### src/design/esc_pkg.sv
`timescale 1ns / 1ps

package esc_pkg;

	localparam logic [31:0] SHORT_LIMIT = 32'd63072000;
	localparam logic [7:0]  FIRST_YEAR  = 8'd70;
	localparam logic [8:0]  YEAR_DAYS   = 9'd365;
	localparam logic [3:0]  LAST_MONTH  = 4'd11;

	localparam logic [1:0] DIV_SEC  = 2'd0;
	localparam logic [1:0] DIV_MIN  = 2'd1;
	localparam logic [1:0] DIV_HOUR = 2'd2;
	localparam logic [1:0] DIV_DOW  = 2'd3;

	// reciprocals: /60 is >>37 for 32-bit operands, /24 is >>36, /7 is >>20 below 2^17
	localparam logic [31:0] DIV60_MAGIC = 32'h8888_8889;
	localparam logic [31:0] DIV24_MAGIC = 32'hAAAA_AAAB;
	localparam logic [31:0] DIV7_MAGIC  = 32'd149797;

	localparam logic [9:0] CUM_NORM [12] = '{
		10'd31, 10'd59, 10'd90, 10'd120, 10'd151, 10'd181,
		10'd212, 10'd243, 10'd273, 10'd304, 10'd334, 10'd365
	};
	localparam logic [9:0] CUM_LEAP [12] = '{
		10'd31, 10'd60, 10'd91, 10'd121, 10'd152, 10'd182,
		10'd213, 10'd244, 10'd274, 10'd305, 10'd335, 10'd366
	};

	typedef struct packed {
		logic       load;
		logic       div_load;
		logic       div_end;
		logic [1:0] div_sel;
		logic       year_init;
		logic       year_step;
		logic       mon_init;
		logic       mon_step;
		logic       out_load;
	} esc_cmd_t;

	typedef struct packed {
		logic year_done;
		logic mon_done;
		logic out_free;
	} esc_sts_t;

	function automatic logic [5:0] div_divisor(input logic [1:0] sel);
		logic [5:0] r;
		case (sel)
			DIV_SEC:  r = 6'd60;
			DIV_MIN:  r = 6'd60;
			DIV_HOUR: r = 6'd24;
			DIV_DOW:  r = 6'd7;
			default:  r = 6'd60;
		endcase
		return r;
	endfunction

	function automatic logic [9:0] cum_days(input logic leap, input logic [3:0] idx);
		logic [9:0] r;
		r = 10'd0;
		if (idx <= LAST_MONTH) begin
			r = leap ? CUM_LEAP[idx] : CUM_NORM[idx];
		end
		return r;
	endfunction

endpackage

### src/design/esc_ctrl.sv
`timescale 1ns / 1ps

module esc_ctrl (
	input  logic              clk,
	input  logic              arst_n,
	input  logic              in_valid,
	output logic              in_ready,
	input  esc_pkg::esc_sts_t sts,
	output esc_pkg::esc_cmd_t cmd
);

	localparam logic [2:0] ST_IDLE  = 3'd0;
	localparam logic [2:0] ST_DLOAD = 3'd1;
	localparam logic [2:0] ST_DREM  = 3'd2;
	localparam logic [2:0] ST_YEAR  = 3'd3;
	localparam logic [2:0] ST_MON   = 3'd4;
	localparam logic [2:0] ST_DONE  = 3'd5;

	logic [2:0] state_q, state_d;
	logic [1:0] sel_q, sel_d;

	assign in_ready = (state_q == ST_IDLE);

	always_comb begin
		state_d = state_q;
		sel_d   = sel_q;
		cmd     = '0;
		cmd.div_sel = sel_q;
		case (state_q)
			ST_IDLE: begin
				if (in_valid) begin
					cmd.load = 1'b1;
					sel_d    = esc_pkg::DIV_SEC;
					state_d  = ST_DLOAD;
				end
			end
			ST_DLOAD: begin
				cmd.div_load = 1'b1;
				state_d      = ST_DREM;
			end
			ST_DREM: begin
				cmd.div_end = 1'b1;
				if (sel_q == esc_pkg::DIV_DOW) begin
					cmd.year_init = 1'b1;
					state_d       = ST_YEAR;
				end else begin
					sel_d   = sel_q + 2'd1;
					state_d = ST_DLOAD;
				end
			end
			ST_YEAR: begin
				if (sts.year_done) begin
					cmd.mon_init = 1'b1;
					state_d      = ST_MON;
				end else begin
					cmd.year_step = 1'b1;
				end
			end
			ST_MON: begin
				if (sts.mon_done) begin
					state_d = ST_DONE;
				end else begin
					cmd.mon_step = 1'b1;
				end
			end
			ST_DONE: begin
				if (sts.out_free) begin
					cmd.out_load = 1'b1;
					state_d      = ST_IDLE;
				end
			end
			default: begin
				state_d = ST_IDLE;
			end
		endcase
	end

	always_ff @(posedge clk or negedge arst_n) begin
		if (!arst_n) begin
			state_q <= ST_IDLE;
			sel_q   <= esc_pkg::DIV_SEC;
		end else begin
			state_q <= state_d;
			sel_q   <= sel_d;
		end
	end

endmodule

### src/design/esc_dpath.sv
`timescale 1ns / 1ps

module esc_dpath (
	input  logic              clk,
	input  logic              arst_n,
	input  esc_pkg::esc_cmd_t cmd,
	output esc_pkg::esc_sts_t sts,
	input  logic [31:0]       epoch_seconds,
	output logic              out_valid,
	input  logic              out_ready,
	output logic [5:0]        second_of_minute,
	output logic [5:0]        minute_of_hour,
	output logic [4:0]        hour_of_day,
	output logic [2:0]        day_of_week,
	output logic [7:0]        years_since_1900,
	output logic [9:0]        day_of_year,
	output logic [3:0]        month_index,
	output logic [9:0]        day_of_month
);

	logic [31:0] secs_q;
	logic [31:0] div_q;
	logic [31:0] quo_q;
	logic [5:0]  sec_q, min_q;
	logic [4:0]  hour_q;
	logic [2:0]  dow_q;
	logic [15:0] days_q;
	logic        short_q;
	logic [7:0]  year_q;
	logic [15:0] left_q;
	logic [9:0]  yday_q, mday_q;
	logic [3:0]  mon_q;
	logic        out_valid_q;

	logic [5:0]  divisor;
	logic [31:0] div_src;
	logic [31:0] magic;
	logic [63:0] prod;
	logic [31:0] quo_next;
	logic [11:0] qd_low;
	logic [5:0]  rem;
	logic        leap;
	logic [8:0]  year_len;
	logic [9:0]  cum_cur, cum_next;

	// quotient by reciprocal multiplication on load, remainder the cycle after;
	// the remainder is below 64, so the low six bits are enough
	always_comb begin
		divisor = esc_pkg::div_divisor(cmd.div_sel);
		case (cmd.div_sel)
			esc_pkg::DIV_SEC: div_src = secs_q;
			esc_pkg::DIV_DOW: div_src = {16'd0, days_q + 16'd4};
			default:          div_src = quo_q;
		endcase
		case (cmd.div_sel)
			esc_pkg::DIV_HOUR: magic = esc_pkg::DIV24_MAGIC;
			esc_pkg::DIV_DOW:  magic = esc_pkg::DIV7_MAGIC;
			default:           magic = esc_pkg::DIV60_MAGIC;
		endcase
		prod = {32'd0, div_src} * {32'd0, magic};
		case (cmd.div_sel)
			esc_pkg::DIV_HOUR: quo_next = {4'd0, prod[63:36]};
			esc_pkg::DIV_DOW:  quo_next = prod[51:20];
			default:           quo_next = {5'd0, prod[63:37]};
		endcase
		qd_low = {6'd0, quo_q[5:0]} * {6'd0, divisor};
		rem    = div_q[5:0] - qd_low[5:0];
	end

	assign leap     = !short_q && (year_q[1:0] == 2'b00);
	assign year_len = esc_pkg::YEAR_DAYS + {8'd0, leap};
	assign cum_cur  = esc_pkg::cum_days(leap, mon_q);
	assign cum_next = esc_pkg::cum_days(leap, mon_q + 4'd1);

	assign sts.year_done = short_q || (left_q < {7'd0, year_len});
	assign sts.mon_done  = (mon_q == esc_pkg::LAST_MONTH) || (yday_q <= cum_cur);
	assign sts.out_free  = !out_valid_q || out_ready;

	always_ff @(posedge clk) begin
		if (cmd.load) begin
			secs_q <= epoch_seconds;
		end
		if (cmd.div_load) begin
			div_q <= div_src;
			quo_q <= quo_next;
		end
		if (cmd.div_end) begin
			case (cmd.div_sel)
				esc_pkg::DIV_SEC: sec_q <= rem;
				esc_pkg::DIV_MIN: min_q <= rem;
				esc_pkg::DIV_HOUR: begin
					hour_q <= rem[4:0];
					days_q <= quo_q[15:0];
				end
				esc_pkg::DIV_DOW: dow_q <= rem[2:0];
				default: sec_q <= rem;
			endcase
		end
		if (cmd.year_init) begin
			short_q <= (secs_q <= esc_pkg::SHORT_LIMIT);
			year_q  <= (secs_q <= esc_pkg::SHORT_LIMIT) ? 8'd0 : esc_pkg::FIRST_YEAR;
			left_q  <= days_q;
		end else if (cmd.year_step) begin
			left_q <= left_q - {7'd0, year_len};
			year_q <= year_q + 8'd1;
		end
		if (cmd.mon_init) begin
			yday_q <= left_q[9:0] + 10'd1;
			mday_q <= left_q[9:0] + 10'd1;
			mon_q  <= 4'd0;
		end else if (cmd.mon_step) begin
			if (yday_q <= cum_next) begin
				mday_q <= yday_q - cum_cur;
			end
			mon_q <= mon_q + 4'd1;
		end
		if (cmd.out_load) begin
			second_of_minute <= sec_q;
			minute_of_hour   <= min_q;
			hour_of_day      <= hour_q;
			day_of_week      <= dow_q;
			years_since_1900 <= year_q;
			day_of_year      <= yday_q;
			month_index      <= mon_q;
			day_of_month     <= mday_q;
		end
	end

	always_ff @(posedge clk or negedge arst_n) begin
		if (!arst_n) begin
			out_valid_q <= 1'b0;
		end else if (cmd.out_load) begin
			out_valid_q <= 1'b1;
		end else if (out_ready) begin
			out_valid_q <= 1'b0;
		end
	end

	assign out_valid = out_valid_q;

endmodule

### src/design/epoch_seconds_to_calendar_core.sv
`timescale 1ns / 1ps

// Epoch seconds to calendar fields.
// Input channel: in_valid / in_ready with epoch_seconds. Output channel:
// out_valid / out_ready with the eight calendar fields of one result item.
// One result item per input item, in order.
// From acceptance to out_valid: the chain /60, /60, /24 and the weekday mod 7
// uses reciprocal multiplication, each division registering its quotient and
// then its remainder; then the year walk removes one year of days per cycle
// (up to 136 years), then the month search moves one month per cycle (up to
// 11), and the result is loaded into the output register. The next item is
// accepted once that load has returned the core to idle; in_ready is high
// only while the core is idle.
// The result sits in an output register, so the core takes the next item
// while a finished result still waits; if the receiver stalls, the core
// holds its next result internally until the register frees up.
// Reset clears the controller and the output valid flag; no clearing pass.

module epoch_seconds_to_calendar_core (
	input  logic        clk,
	input  logic        arst_n,
	input  logic        in_valid,
	output logic        in_ready,
	input  logic [31:0] epoch_seconds,
	output logic        out_valid,
	input  logic        out_ready,
	output logic [5:0]  second_of_minute,
	output logic [5:0]  minute_of_hour,
	output logic [4:0]  hour_of_day,
	output logic [2:0]  day_of_week,
	output logic [7:0]  years_since_1900,
	output logic [9:0]  day_of_year,
	output logic [3:0]  month_index,
	output logic [9:0]  day_of_month
);

	esc_pkg::esc_cmd_t cmd;
	esc_pkg::esc_sts_t sts;

	esc_ctrl u_ctrl (
		.clk      (clk),
		.arst_n   (arst_n),
		.in_valid (in_valid),
		.in_ready (in_ready),
		.sts      (sts),
		.cmd      (cmd)
	);

	esc_dpath u_dpath (
		.clk              (clk),
		.arst_n           (arst_n),
		.cmd              (cmd),
		.sts              (sts),
		.epoch_seconds    (epoch_seconds),
		.out_valid        (out_valid),
		.out_ready        (out_ready),
		.second_of_minute (second_of_minute),
		.minute_of_hour   (minute_of_hour),
		.hour_of_day      (hour_of_day),
		.day_of_week      (day_of_week),
		.years_since_1900 (years_since_1900),
		.day_of_year      (day_of_year),
		.month_index      (month_index),
		.day_of_month     (day_of_month)
	);

	a_one_at_a_time: assert property (@(posedge clk) disable iff (!arst_n)
		in_valid && in_ready |=> !in_ready)
		else $error("core accepted an item while busy");

	a_time_range: assert property (@(posedge clk) disable iff (!arst_n)
		out_valid |-> second_of_minute < 6'd60 && minute_of_hour < 6'd60
			&& hour_of_day < 5'd24 && day_of_week < 3'd7)
		else $error("time of day out of range");

	a_date_range: assert property (@(posedge clk) disable iff (!arst_n)
		out_valid |-> month_index <= 4'd11 && day_of_month != 10'd0
			&& day_of_month <= day_of_year)
		else $error("date fields inconsistent");

	a_year_form: assert property (@(posedge clk) disable iff (!arst_n)
		out_valid && years_since_1900 == 8'd0 |-> day_of_year <= 10'd731)
		else $error("short count day number out of range");

endmodule

### config.mk
export PLATFORM = sky130hd
export DESIGN_NAME = epoch_seconds_to_calendar_core
export DESIGN_NICKNAME = d
export VERILOG_FILES = /design/src/design/esc_pkg.sv /design/src/design/esc_ctrl.sv /design/src/design/esc_dpath.sv /design/src/design/epoch_seconds_to_calendar_core.sv
export SDC_FILE = /design/constraint.sdc
export NUM_CORES = 2
export LEC_CHECK = 0
export BUFFER_PORTS_ARGS = -buffer_cell sky130_fd_sc_hd__clkbuf_2
export CAP_MARGIN = 20
export CELL_PAD_IN_SITES_DETAIL_PLACEMENT = 0
export CELL_PAD_IN_SITES_GLOBAL_PLACEMENT = 1
export CORE_MARGIN = 5
export CORE_UTILIZATION = 40
export CTS_BUF_LIST = sky130_fd_sc_hd__clkbuf_8 sky130_fd_sc_hd__clkbuf_16
export CTS_CLUSTER_DIAMETER = 80
export CTS_CLUSTER_SIZE = 28
export DETAILED_ROUTE_END_ITERATION = 6
export PLACE_DENSITY = 0.8
export SETUP_SLACK_MARGIN = 0.15
export SYNTH_ARGS = -nofsm -noshare
export SYNTH_HDL_FRONTEND = slang
export SYNTH_SLANG_ARGS = --single-unit
### constraint.sdc
create_clock -name clk -period 8.49 [get_ports clk]
set_input_delay 0.849 -clock clk [delete_from_list [all_inputs] [get_ports clk]]
set_output_delay 0.849 -clock clk [all_outputs]
set_load 0.05 [all_outputs]
==> results.yml <==
synthesis:
  synth_cell_types: 75
  syn_inst: 3310
  synth_edf_count: 203
  ys_seq_elements: 213
  ys_seq_area_share_pct: 19.0
  synth_ff_type: "edfxtp_1"
  synth.top_cell.area_share_pct: 30.6
  yosys.area.top_type: "fa_1"
  syn_nets: 4373
  async_reset_ff_share_pct: 2.82
  synth_area_per_cell_sq_um: 10.0
  yosysWarnings: 0
  netlist_area_sq_um: 33200
  synth.area.top_cells: "fa_1 (31%), ha_1 (20%), edfxtp_1 (18%)"
drt:
  wl_mm: 108
  drtIter0Drc: 1974
  wl_per_cell_um: 22.1
  ant_nets: 0
  route.detailed.drc: 0
  num_vias: 25000
  dr.pass1.iters: 7
  via_per_inst: 5.13
sta:
  setup-tns-final_ns: 0
  worstMarginPinSlew_ns: 1.12
  period_needed_ns: 8.28
  clock-skew-final_ns: 0.0218
  setup_violations: 0
  timing.fmax_mhz: 121
  fin_crit_sh_pct: 97.5
  drv_slew: 0
  hold_violations: 0
  maxSlewHeadroom_pct: 25.3
  rsz0062_at_grt: "yes"
floorplanning:
  die_area_sq_um: 89000
  die_h_um: 298
  die_w_um: 298
  ios: 90
  initial_core_util_pct: 40.4
  core_area_sq_um: 82200
  num_rows: 105
cells_and_area:
  drive_gt1_share_pct: 21.5
  fin_cells: 4872
  syn_to_final_growth_pct: 20.2
  layout.nets: 4861
  fin_area_sq_um: 40000
  diodes: 0
setup_path:
  critPathTopFamily: "adder cells"
  r2r_setup_slack_ns: 0.21
  path_class: "reg2reg"
  timing.rr.end: "u_dpath.quo_q[26]"
  crit_top_cell: "fa_1"
  worstPathMaxFanout: 8
  worstPathRequired_ns: 8.69
  cp_slowest_cell: "fa_2"
  max_stage_delay_ns: 0.61
  worstSetupStartpointType: "flop"
  cp_num_buf_inv: 11
  crit_arrival_ns: 8.48
  r2r_cells: 32
  end_kind: "flop"
  r2r_start: "u_ctrl.sel_q[1]"
cts:
  clock-sinks: 213
  clk_path_buf_depth: 3
  cts_tree: "yes"
  numCtsBuffers: 11
  clk_latency_ns: 0.47
  hold_buffers: 0
  clock-root-buffer: "clkbuf_16"
  htreeDepth: 1
  clk_pin_slew_ns: 0.12
placed_design:
  gp_congestion: 0.999
  portBuffers: 89
  dp.final_hpwl_mm: 95.2
  dpl_cell_area_sq_um: 38000
  dp_cells: 4808
hold_path:
  hold_class: "in2async"
global_routing:
  antenna_found_initial: 2
  grt_max_degree: 40
  grt_pass1_vias: 25900
  grt_pass1_wl_mm: 161
  grt_overflow: 0
  track_usage_pct: 23.7
run:
  cap_violations: 0
status:
  status: "finished, final reports clean"
## worst reg2reg max path, delay by kind of cell (launching register included)
family | cells | cell delay [ns]
adder cells (fa/ha/maj) | 10 | 4.36
buffers and inverters | 11 | 1.42
AND/OR/NAND/NOR | 5 | 0.93
AO/OA/AOI/OAI | 6 | 0.89
flip-flops | 1 | 0.41
## synthesized netlist by cell type (5+ instances only)
master / number
dfrtp_1: 6
a22oi_1: 29
nand3_1: 34
o21bai_1: 15
nor4_1: 8
a21oi_1: 137
or3_1: 7
nor2_1: 144
o21a_1: 16
clkbuf_1: 56
fa_1: 508
nand4_1: 29
a22o_1: 5
xor2_1: 45
and2_1: 47
o221ai_1: 12
a221o_1: 10
xnor2_1: 89
a211oi_1: 20
o21ai_1: 5
ha_1: 519
and3_1: 21
nor2b_1: 22
o31ai_1: 9
inv_1: 848
o22ai_1: 5
nand2b_1: 12
mux2i_1: 7
nor3_1: 25
edfxtp_1: 203
buf_1: 10
o21ai_0: 85
o211ai_1: 9
a31oi_1: 11
nand2_1: 199
a21o_1: 34
## metal layers
layer | global-route usage [%] | part of all wire, % | up-vias
li1 | - | - | 11600
met1 | 33.0 | 44 | 12500
met2 | 39.3 | 47 | 756
met3 | 2.96 | 5.7 | 177
met4 | 6.49 | 3.9 | 2
met5 | 0 | 0.012 | -
## worst max path at each step
stage | from | end | slack, ns | depth (start not counted)
finish | u_ctrl.sel_q[1] | u_dpath.quo_q[26] | 0.21 | 32
global route | u_dpath.days_q[5] | u_dpath.quo_q[26] | -0.1 | 32
CTS | u_dpath.days_q[6] | u_dpath.quo_q[1] | 0.12 | 33
detailed placement | u_ctrl.sel_q[0] | u_dpath.quo_q[24] | -0.44 | 30
global placement | u_ctrl.sel_q[0] | u_dpath.quo_q[24] | -0.38 | 30
floorplan | u_ctrl.sel_q[0] | u_dpath.quo_q[20] | 0.15 | 32
## layout make-up
type                    instances  area (sq um)
inverters                     849          3190
clock buffers                  11           275
repair buffers                545          4100
multi-input cells            2178         24700
fillers                      7634         42300
clock inverters                 6          35.0
well taps                    1070          1340
flip-flops and latches        213          6330
## what timing repair did
| action | 4_1_cts | 5_1_grt |
|---|---|---|
| resized for setup | 58 | 252 |
| setup endpoints to repair | 32 | 32 |
| pin swaps | 9 | 92 |
| gates cloned | 0 | 1 |
| setup buffers | 4 | 42 |
## per-stage QoR
step | util [%] | worst slack (ns) | hold slack [ns]
6_report | 48.6 | 0.210 | 0.227
3_5_place_dp | 46.2 | -0.436 | 0.405
5_1_grt | 48.6 | -0.0959 | 0.211
4_1_cts | 46.9 | 0.115 | 0.206
3_3_place_gp | 46.2 | -0.379 | 0.401
2_1_floorplan | - | 0.154 | 0.400
## state kept, by name, summed over array words and instances, names as in the netlist, 8 cells and up
register                  flops
u_dpath.day_of_month         10
u_dpath.day_of_year          10
u_dpath.days_q               16
u_dpath.left_q               16
u_dpath.mday_q               10
u_dpath.quo_q                32
u_dpath.secs_q               32
u_dpath.yday_q               10
u_dpath.year_q                8
u_dpath.years_since_1900      8
## kinds of logic (layout without fill, tap and decap cells)
| group | Yosys count | count (layout) | share of synthesized area (%) |
|---|---|---|---|
| buffers and inverters | 919 | 1411 | 10.4 |
| XOR/XNOR | 134 | 134 | 3.53 |
| adder cells (fa/ha/maj) | 1027 | 1027 | 50.1 |
| multiplexers | 10 | 10 | 0.346 |
| AO/OA/AOI/OAI | 437 | 437 | 8.51 |
| flip-flops | 213 | 213 | 19.0 |
| AND/OR/NAND/NOR | 570 | 570 | 8.05 |
## cell usage in the layout, fill, tap and decap left out, types with 13 or more instances in the layout
master / count
nand4_1: 29
o21a_1: 13
buf_4: 424
ha_4: 30
a21o_1: 34
inv_2: 35
ha_1: 481
nand2_1: 184
a21oi_1: 116
xnor2_1: 77
a21oi_2: 17
nand2_2: 13
clkbuf_2: 89
fa_2: 20
a22oi_1: 18
nor2_1: 125
and2_1: 39
and3_1: 16
o21ai_0: 67
edfxtp_1: 203
xor2_1: 42
nor3_1: 21
nor2_2: 14
buf_6: 20
fa_1: 488
o21ai_1: 13
inv_1: 817
nor2b_1: 21
nand3_1: 29
Power is left out: the tool's default activity adds up to more than one toggle a clock period on the data nets, which glitch-free logic cannot reach.
